<file path="src/rtl/kpsd_pkg.sv">
// Shared types, constants and the hex font for the keypad scanner / seven-segment display.
// Used by kpsd_key_decode and keypad_to_scrolling_seven_segment_top.
// No dependencies.
package kpsd_pkg;

    // display geometry
    localparam int DIGITS       = 8;
    localparam int POS_W        = $clog2(DIGITS);
    localparam int SUM_W        = POS_W + 1;
    localparam int SEG_W        = 7;
    localparam int DIGIT_SEL_W  = 3;

    // keypad geometry
    localparam int ROWS         = 4;
    localparam int COLS         = 4;
    localparam int KEY_W        = ROWS * COLS;
    localparam int KEY_IDX_W    = $clog2(KEY_W);

    // stream widths
    localparam int S_TDATA_W    = 16;
    localparam int M_TDATA_W    = 16;

    // decoded key of one tick
    typedef struct packed {
        logic                  hit;      // some row has exactly one key down
        logic [KEY_IDX_W-1:0]  index;    // row*4+col
        logic [SEG_W-1:0]      pattern;  // hex glyph of the key
    } key_code_t;

    // hex font, segment a in bit 0
    function automatic logic [SEG_W-1:0] hex_font(input logic [KEY_IDX_W-1:0] idx);
        logic [SEG_W-1:0] seg;
        case (idx)
            4'h0:    seg = 7'h3f;
            4'h1:    seg = 7'h06;
            4'h2:    seg = 7'h5b;
            4'h3:    seg = 7'h4f;
            4'h4:    seg = 7'h66;
            4'h5:    seg = 7'h6d;
            4'h6:    seg = 7'h7d;
            4'h7:    seg = 7'h07;
            4'h8:    seg = 7'h7f;
            4'h9:    seg = 7'h6f;
            4'ha:    seg = 7'h77;
            4'hb:    seg = 7'h7c;
            4'hc:    seg = 7'h58;
            4'hd:    seg = 7'h5e;
            4'he:    seg = 7'h79;
            default: seg = 7'h71;
        endcase
        return seg;
    endfunction

endpackage

</file>
<file path="src/rtl/keypad_to_scrolling_seven_segment_top.sv">
// Keypad scanner feeding a scrolling eight-digit seven-segment display, top level.
// Depends on kpsd_pkg and kpsd_key_decode.
//
// One transfer on s_ is one refresh tick carrying the key matrix; every tick yields
// exactly one transfer on m_ with the glyph and index of the digit to drive. The block
// takes one tick per clock while m_ is not stalled, and the result appears on m_ the
// cycle after acceptance, set by the registered read of the digit ring memory, which
// doubles as the output register. A new key (one whose code differs from the previous
// tick) is written into the ring in the same cycle; a read of that same entry is
// forwarded. Per-entry valid bits make never-written digits read blank right after
// reset, so no clearing pass is needed.
module keypad_to_scrolling_seven_segment_top (
    input  logic                            aclk,
    input  logic                            aresetn,
    input  logic                            s_tvalid,
    output logic                            s_tready,
    input  logic [kpsd_pkg::S_TDATA_W-1:0]  s_tdata,   // [15:0] keys_pressed
    output logic                            m_tvalid,
    input  logic                            m_tready,
    output logic [kpsd_pkg::M_TDATA_W-1:0]  m_tdata    // [6:0] segments, [9:7] digit_select
);

    kpsd_pkg::key_code_t code;

    logic [kpsd_pkg::POS_W-1:0] write_pos_reg, write_pos_next;
    logic [kpsd_pkg::POS_W-1:0] scan_pos_reg,  scan_pos_next;
    logic                       prev_hit_reg;
    logic [kpsd_pkg::SEG_W-1:0] prev_pattern_reg;
    logic [kpsd_pkg::DIGITS-1:0] entry_valid_reg;
    logic                       m_valid_reg, m_valid_next;

    logic [kpsd_pkg::SEG_W-1:0] ring_mem [kpsd_pkg::DIGITS];
    logic [kpsd_pkg::SEG_W-1:0] rd_data_reg;
    logic                       rd_valid_reg;
    logic                       fwd_reg;
    logic [kpsd_pkg::SEG_W-1:0] fwd_data_reg;
    logic [kpsd_pkg::POS_W-1:0] sel_reg;

    logic                       s_fire;
    logic                       wr_en;
    logic                       fwd_next;
    logic [kpsd_pkg::SUM_W-1:0] idx_sum;
    logic [kpsd_pkg::POS_W-1:0] rd_idx;
    logic [kpsd_pkg::SEG_W-1:0] segments;

    kpsd_key_decode u_decode (
        .keys_pressed (s_tdata[kpsd_pkg::KEY_W-1:0]),
        .code         (code)
    );

    // handshake: the output register is the only buffer
    assign s_tready = !m_valid_reg || m_tready;
    assign s_fire   = s_tvalid && s_tready;

    // write on a fresh key
    assign wr_en = s_fire && code.hit && (!prev_hit_reg || (code.pattern != prev_pattern_reg));

    // position updates, wrapping at DIGITS
    always_comb begin
        write_pos_next = write_pos_reg;
        if (wr_en) begin
            write_pos_next = (write_pos_reg == kpsd_pkg::POS_W'(kpsd_pkg::DIGITS - 1))
                           ? '0 : write_pos_reg + 1'b1;
        end
        scan_pos_next = (scan_pos_reg == kpsd_pkg::POS_W'(kpsd_pkg::DIGITS - 1))
                      ? '0 : scan_pos_reg + 1'b1;
    end

    // read index uses the advanced write position
    always_comb begin
        idx_sum = {1'b0, scan_pos_reg} + {1'b0, write_pos_next};
        if (idx_sum >= kpsd_pkg::SUM_W'(kpsd_pkg::DIGITS)) begin
            idx_sum = idx_sum - kpsd_pkg::SUM_W'(kpsd_pkg::DIGITS);
        end
        rd_idx = idx_sum[kpsd_pkg::POS_W-1:0];
    end

    assign fwd_next = wr_en && (rd_idx == write_pos_reg);

    // control state
    always_comb begin
        m_valid_next = m_valid_reg;
        if (s_fire) begin
            m_valid_next = 1'b1;
        end else if (m_tready) begin
            m_valid_next = 1'b0;
        end
    end

    always_ff @(posedge aclk) begin
        if (!aresetn) begin
            write_pos_reg   <= '0;
            scan_pos_reg    <= '0;
            prev_hit_reg    <= 1'b0;
            entry_valid_reg <= '0;
            m_valid_reg     <= 1'b0;
        end else begin
            m_valid_reg <= m_valid_next;
            if (s_fire) begin
                write_pos_reg <= write_pos_next;
                scan_pos_reg  <= scan_pos_next;
                prev_hit_reg  <= code.hit;
            end
            if (wr_en) begin
                entry_valid_reg[write_pos_reg] <= 1'b1;
            end
        end
    end

    // payload registers
    always_ff @(posedge aclk) begin
        if (s_fire) begin
            prev_pattern_reg <= code.pattern;
            rd_valid_reg     <= entry_valid_reg[rd_idx];
            fwd_reg          <= fwd_next;
            fwd_data_reg     <= code.pattern;
            sel_reg          <= scan_pos_reg;
        end
    end

    // digit ring: one write port, one registered read port
    always_ff @(posedge aclk) begin
        if (wr_en) begin
            ring_mem[write_pos_reg] <= code.pattern;
        end
        if (s_fire) begin
            rd_data_reg <= ring_mem[rd_idx];
        end
    end

    // result select: forwarded write, stored digit, or blank
    always_comb begin
        if (fwd_reg) begin
            segments = fwd_data_reg;
        end else if (rd_valid_reg) begin
            segments = rd_data_reg;
        end else begin
            segments = '0;
        end
    end

    assign m_tvalid = m_valid_reg;
    assign m_tdata  = {{(kpsd_pkg::M_TDATA_W - kpsd_pkg::SEG_W - kpsd_pkg::DIGIT_SEL_W){1'b0}},
                       kpsd_pkg::DIGIT_SEL_W'(sel_reg), segments};

    // a waiting result blocks new transfers
    a_no_overwrite: assert property (@(posedge aclk) disable iff (!aresetn)
        m_valid_reg && !m_tready |-> !s_tready)
        else $error("input accepted while result is stalled");

    // forwarding only on a write
    a_fwd_needs_write: assert property (@(posedge aclk) disable iff (!aresetn)
        fwd_next |-> wr_en)
        else $error("forward without ring write");

    // the write position moves only with a write
    a_wp_hold: assert property (@(posedge aclk) disable iff (!aresetn)
        !wr_en |=> $stable(write_pos_reg))
        else $error("write position moved without a write");

    // a written entry is marked valid
    a_entry_valid: assert property (@(posedge aclk) disable iff (!aresetn)
        wr_en |=> entry_valid_reg[$past(write_pos_reg)])
        else $error("written entry not marked valid");

endmodule

</file>
<file path="src/rtl/kpsd_key_decode.sv">
// Priority decode of the 4x4 key matrix into a key code and its hex glyph.
// Depends on kpsd_pkg.
module kpsd_key_decode (
    input  logic [kpsd_pkg::KEY_W-1:0] keys_pressed,
    output kpsd_pkg::key_code_t        code
);

    // first row with exactly one column down wins; ambiguous rows are skipped
    always_comb begin
        logic [kpsd_pkg::COLS-1:0] cols;
        logic [1:0]                col;
        logic                      one;
        code = '0;
        for (int r = kpsd_pkg::ROWS - 1; r >= 0; r--) begin
            cols = keys_pressed[r*kpsd_pkg::COLS +: kpsd_pkg::COLS];
            one  = 1'b1;
            col  = 2'd0;
            case (cols)
                4'b0001: col = 2'd0;
                4'b0010: col = 2'd1;
                4'b0100: col = 2'd2;
                4'b1000: col = 2'd3;
                default: one = 1'b0;
            endcase
            if (one) begin
                code.hit     = 1'b1;
                code.index   = {2'(r), col};
                code.pattern = kpsd_pkg::hex_font({2'(r), col});
            end
        end
    end

endmodule

</file>
<file path="config.mk">
export PLATFORM = sky130hd
export DESIGN_NAME = keypad_to_scrolling_seven_segment_top
export DESIGN_NICKNAME = d
export VERILOG_FILES = /design/src/rtl/kpsd_pkg.sv /design/src/rtl/keypad_to_scrolling_seven_segment_top.sv /design/src/rtl/kpsd_key_decode.sv
export SDC_FILE = /design/constraint.sdc
export NUM_CORES = 1
export LEC_CHECK = 0
export BUFFER_PORTS_ARGS = -buffer_cell sky130_fd_sc_hd__buf_2
export CAP_MARGIN = 20
export CORE_MARGIN = 4
export CORE_UTILIZATION = 65
export CTS_BUF_LIST = sky130_fd_sc_hd__clkbuf_4
export CTS_CLUSTER_DIAMETER = 40
export DETAILED_ROUTE_END_ITERATION = 16
export PLACE_DENSITY = 0.86
export SLEW_MARGIN = 40
export SYNTH_ARGS = -nofsm -noshare
export SYNTH_HDL_FRONTEND = slang
export SYNTH_SLANG_ARGS = --single-unit
</file>
<file path="constraint.sdc">
create_clock -name aclk -period 16.6 [get_ports aclk]
set_input_delay 2.49 -clock aclk [delete_from_list [all_inputs] [get_ports aclk]]
set_output_delay 2.49 -clock aclk [all_outputs]
set_load 0.02 [all_outputs]
</file>
-- Word level (Yosys, flattened, before mapping)
Memories as Yosys holds them, arrays and structs flattened. A register that Yosys moved wholly into a read port is not among the register bits.
Cells that the tools add are included.
- add/subtract/negate cells: 4
- $lt $le $gt $ge: 4
- eq/ne operators: 31
- multiplexer cells: 30
- bitwise gates (word level): 1
- reduce and logical (&&, ||, !) cells: 18
- operators by type and width (cell ; count):
    $pmux W7 S4 ; 3
    $mux W12 ; 4
    $pmux W2 S3 ; 4
    $pmux W6 S3 ; 1
    $eq A4 B1 Y1 const B ; 4
    $eq A4 B2 Y1 const B ; 4
    $eq A4 B3 Y1 const B ; 4
    $eq A4 B4 Y1 const B ; 4
    $reduce_or A4 Y1 ; 4
    $eq A2 B2 Y1 const B ; 7
    $mux W7 ; 2
    $mux W3 ; 4
    $mux W1 ; 10
    $eq A2 B1 Y1 const B ; 4
    $logic_not A2 Y1 ; 4
    $lt A3 B4 Y1 const B ; 2
    $or A8 B8 Y8 ; 1
    $ne A7 B7 Y1 ; 1
    $add A3 B1 Y3 const B ; 2
    $eq A3 B3 Y1 const B ; 2
    $logic_and A1 B1 Y1 ; 5
    $add A3 B3 Y4 ; 1
    $ge A4 B4 Y1 const B ; 1
    $bmux W1 S3 ; 1
    7 further kinds ; 9
- flip-flop bits (word level): 28
- memory bits (writable): 56
- output and inout bits: 18
- word-level logic and storage cells: 98
- memories kept: 1
- memory list (name ; words ; width ; rd ports ; clocked after Yosys merged registers in ; wr ports ; line ; source):
    ring_mem ; 8 ; 7 ; 1 ; 1 ; 1 ; keypad_to_scrolling_seven_segment_top.sv:32 ; logic [kpsd_pkg::SEG_W-1:0] ring_mem [kpsd_pkg::DIGITS];

-- Depth between registers and ports, before layout
- word-level depth: 17
- gate-level depth with buffers: 18
- gate-level depth less buffers: 17

-- By module
A second synthesis with hierarchy kept.
- cell total of the unflattened synthesis: 302
- area total of the unflattened synthesis: 4380.5 um2
- by module, submodules not included (module ; times used ; cells each ; area an instance (um2)):
    keypad_to_scrolling_seven_segment_top ; 1 ; 206 ; 3739.8
    kpsd_key_decode ; 1 ; 96 ; 640.6

-- Worst setup path before layout
Ideal clock, no wire load.
- kind: input to register
- from: input port s_tdata[0] (netlist bit)
- to: register rd_data_reg[0] (netlist bit), read port of ring_mem (data pin)
- data arrival time: 6.797 ns
- required time: 16.340 ns
- slack: 9.544 ns
- stages: 15
- buffers on the path: 3
- cell sequence: buf_2 -> nor4b_1 -> a211o_1 -> a21oi_1 -> a21oi_1 -> xnor2_1 -> nand2_1 -> o31ai_4 -> nor3_1 -> a21o_1 -> ha_1 -> clkbuf_1 -> clkbuf_1 -> mux4_2 -> mux2_2
- RTL lines (what ; line ; source):
    start, declared ; keypad_to_scrolling_seven_segment_top.sv:17 ; input logic [kpsd_pkg::S_TDATA_W-1:0] s_tdata,
    end, declared ; keypad_to_scrolling_seven_segment_top.sv:33 ; logic [kpsd_pkg::SEG_W-1:0] rd_data_reg;

==> results.txt <==
status -> completed
FMAX -> 146 MHz
gr ovfl total -> 0
hold_ws -> 0.482 ns
Core ar. -> 0.00639 mm2
drt drc -> 0
GP Congestion -> 0.988
critical path peak fanout -> 17
DRT Wirelength -> 9040 um
post-CTS setup buffers -> 0
Post-Syn Area -> 0.00428 mm2
top_reg_cell synth -> edfxtp_1
FF+latch count, synth -> 91
top post-synthesis cells by area -> edfxtp_1 (53%), mux4_2 (8.4%), dfxtp_1 (7.5%), mux2_2 (2.4%), ha_1 (2.3%)
DRT iter0 DRCs -> 244
hpwl dp -> 6470 um
htree depth -> 3
Hold Path Class -> flop to flop
Syn Inst Count -> 297
switching part of the total -> 27.5%
Setup Viol. Count Final -> 0
Routed Antenna Nets -> 0
CP Launch Type -> input port
area fraction of the dominant cell type after synthesis -> 52.6%
setup slack after layout -> 9.74 ns
max-slew violations -> 0
synth cell count leaders -> edfxtp_1 (75), dfxtp_1 (16), mux4_2 (16)
Fill cells -> 400
RSZ-0062 raised after global routing -> false
TritonCTS clock tree -> done
count of final hold-check violations -> 0
area occupied by multi-input gates -> 0.00162 mm2
final cell count without fillers -> 416
first-pass GRT wire length -> 13900 um
Global Route Usage Sum -> 24.8%
Psw -> 0.000142 W
WL/cell -> 21.7 um
VDD IR max -> 92.0 uV
max reg flops -> 56
clk sinks -> 91
Post-synth EDFFs -> 75
Register Area -> 0.00257 mm2
Rows -> 29
Max Cap Viol -> 0
crit end category -> flop
Nets -> 363
top-count cell post-synth -> edfxtp_1
vias per cell -> 6.46
Pre-antenna DRT Iters -> 5
power density cells -> 110 mW/mm2
later-pin clock latency in the skew report -> 0.44 ns
Int Pwr -> 0.000376 W
critical path class -> input port to flop
vias in the first global route -> 2571
Reg clk slew, reported paths -> 0.14 ns
Fin Clk Skew -> 0.0147 ns
initial antenna violation count -> 0
yosys warns -> 0
CTS resizes -> 0
register area share after synthesis -> 60.1%
Logic pwr share -> 19.8%
FFs w/ async S/R, synth -> 0%
die area -> 0.00795 mm2
Die X -> 89.2 um
clock buffer depth -> 2
total CTS buffers -> 9
root buf cell -> clkbuf_4
worst path required time -> 16.80 ns
area leader, netlist -> edfxtp_1
area delta synth->final -> 9.93%
Inst Count DP -> 399
Starting Density -> 67.1%
worst-margin pin slew -> 0.799 ns
dpl ws -> 8.81 ns
Final TNS setup -> 0 ns
vias post-DR -> 2686
post-layout min period -> 6.86 ns
Slew HR -> 46.0%
post-synth cell types -> 53
final period utilization -> 41.3%
Clk pwr share -> 27.2%
final total power -> 0.000519 W
io pins -> 38
Post-Syn Area per Cell -> 14.4 um2
Crit path arrival time -> 7.06 ns
IO buf count -> 31
share of cells above drive strength 1 -> 28.3%
hold_buf cts -> 0
Die Y -> 89.2 um
P_leak -> 1.69 nW
antenna fix cells -> 0
Reg power frac -> 53.0%
largest net degree at the start of global routing -> 22
[worst max-delay path, cell delays in order]
cell,delay [ns]
buf_2,0.12
nor4b_1,0.60
nor2_1,0.15
nand2_1,0.24
a21oi_1,0.13
a21oi_2,0.49
xnor2_1,0.20
nand2_1,0.12
o31ai_4,0.48
nor3_1,0.10
a21o_1,0.20
ha_2,0.18
fa_2,0.86
mux4_2,0.41
mux2_2,0.29
[cell families after synthesis]
kind of cell | share of synthesized area, %
DFF | 60.1
xor gates and xnor gates | 3.86
adders and majority gates | 2.80
buffers and inverters | 3.01
AOI/OAI and AO/OA | 8.82
and+or+nand+nor | 10.1
muxes | 11.2
other | 0.0876
[per-layer routing]
metal / track usage, % / routed length [um] / up-vias
met3: 6.27 / 688 / 20
met4: 9.88 / 244 / 0
met1: 31.8 / 3530 / 1314
li1: - / - / 1216
met2: 40.8 / 4580 / 136
met5: 0 / 0 / -
[layout make-up]
| type | count | area share (%) |
|---|---|---|
| repair buffers | 39 | 4.52 |
| clock inverters | 6 | 2.05 |
| inverters | 9 | 0.744 |
| clock buffers | 10 | 1.59 |
| flip-flops and latches | 91 | 54.6 |
| well taps | 77 | 2.05 |
| multi-input cells | 184 | 34.4 |
[power by group through the flow]
| stage | sequential [W] | combinational, W | clock, W |
|---|---|---|---|
| final | 0.000275 | 0.000103 | 0.000141 |
| after global routing | 0.000276 | 0.000112 | 0.000152 |
| after CTS | 0.000275 | 0.000102 | 0.000144 |
| after detailed placement | 0.000280 | 0.000101 | 0 |
| after global placement | 0.000279 | 0.0000966 | 0 |
| after floorplan | 0.000276 | 0.0000758 | 0 |
[stage by stage]
step | area (um2) | util (%)
6_report | 4710 | 73.7
5_1_grt | 4710 | 73.7
4_1_cts | 4690 | 73.5
3_5_place_dp | 4520 | 70.8
3_3_place_gp | 4510 | 70.7
2_1_floorplan | 4300 | -
[placed cells by master, fill, tap and decap left out, types with 3 or more instances in the layout]
| cell type | instances |
|---|---|
| nor2_1 | 11 |
| a21oi_1 | 13 |
| nand3_1 | 4 |
| xnor2_1 | 11 |
| buf_4 | 7 |
| nand2_1 | 12 |
| dfxtp_1 | 16 |
| edfxtp_1 | 75 |
| mux4_2 | 16 |
| nand3b_1 | 5 |
| clkbuf_4 | 10 |
| buf_2 | 31 |
| nor4b_1 | 8 |
| conb_1 | 6 |
| nand2b_1 | 3 |
| inv_1 | 7 |
| nor2b_1 | 3 |
| a21oi_2 | 3 |
| a22o_1 | 6 |
| o21a_1 | 9 |
| mux2_2 | 9 |
| and2_1 | 3 |
| ha_1 | 7 |
| nor3_1 | 10 |
| xor2_1 | 6 |
| a21boi_0 | 3 |
[path summary, 6_finish.rpt]
kind,from,end,slack [ns],cells after the start
max,s_tdata[4],rd_data_reg[3],9.74,15
min,entry_valid_reg[3],entry_valid_reg[3],0.48,1
max reg2reg,fwd_data_reg[1],rd_data_reg[3],12.85,10
min reg2reg,entry_valid_reg[3],entry_valid_reg[3],0.48,1
No activity file was read; power rests on OpenSTA's default activity.
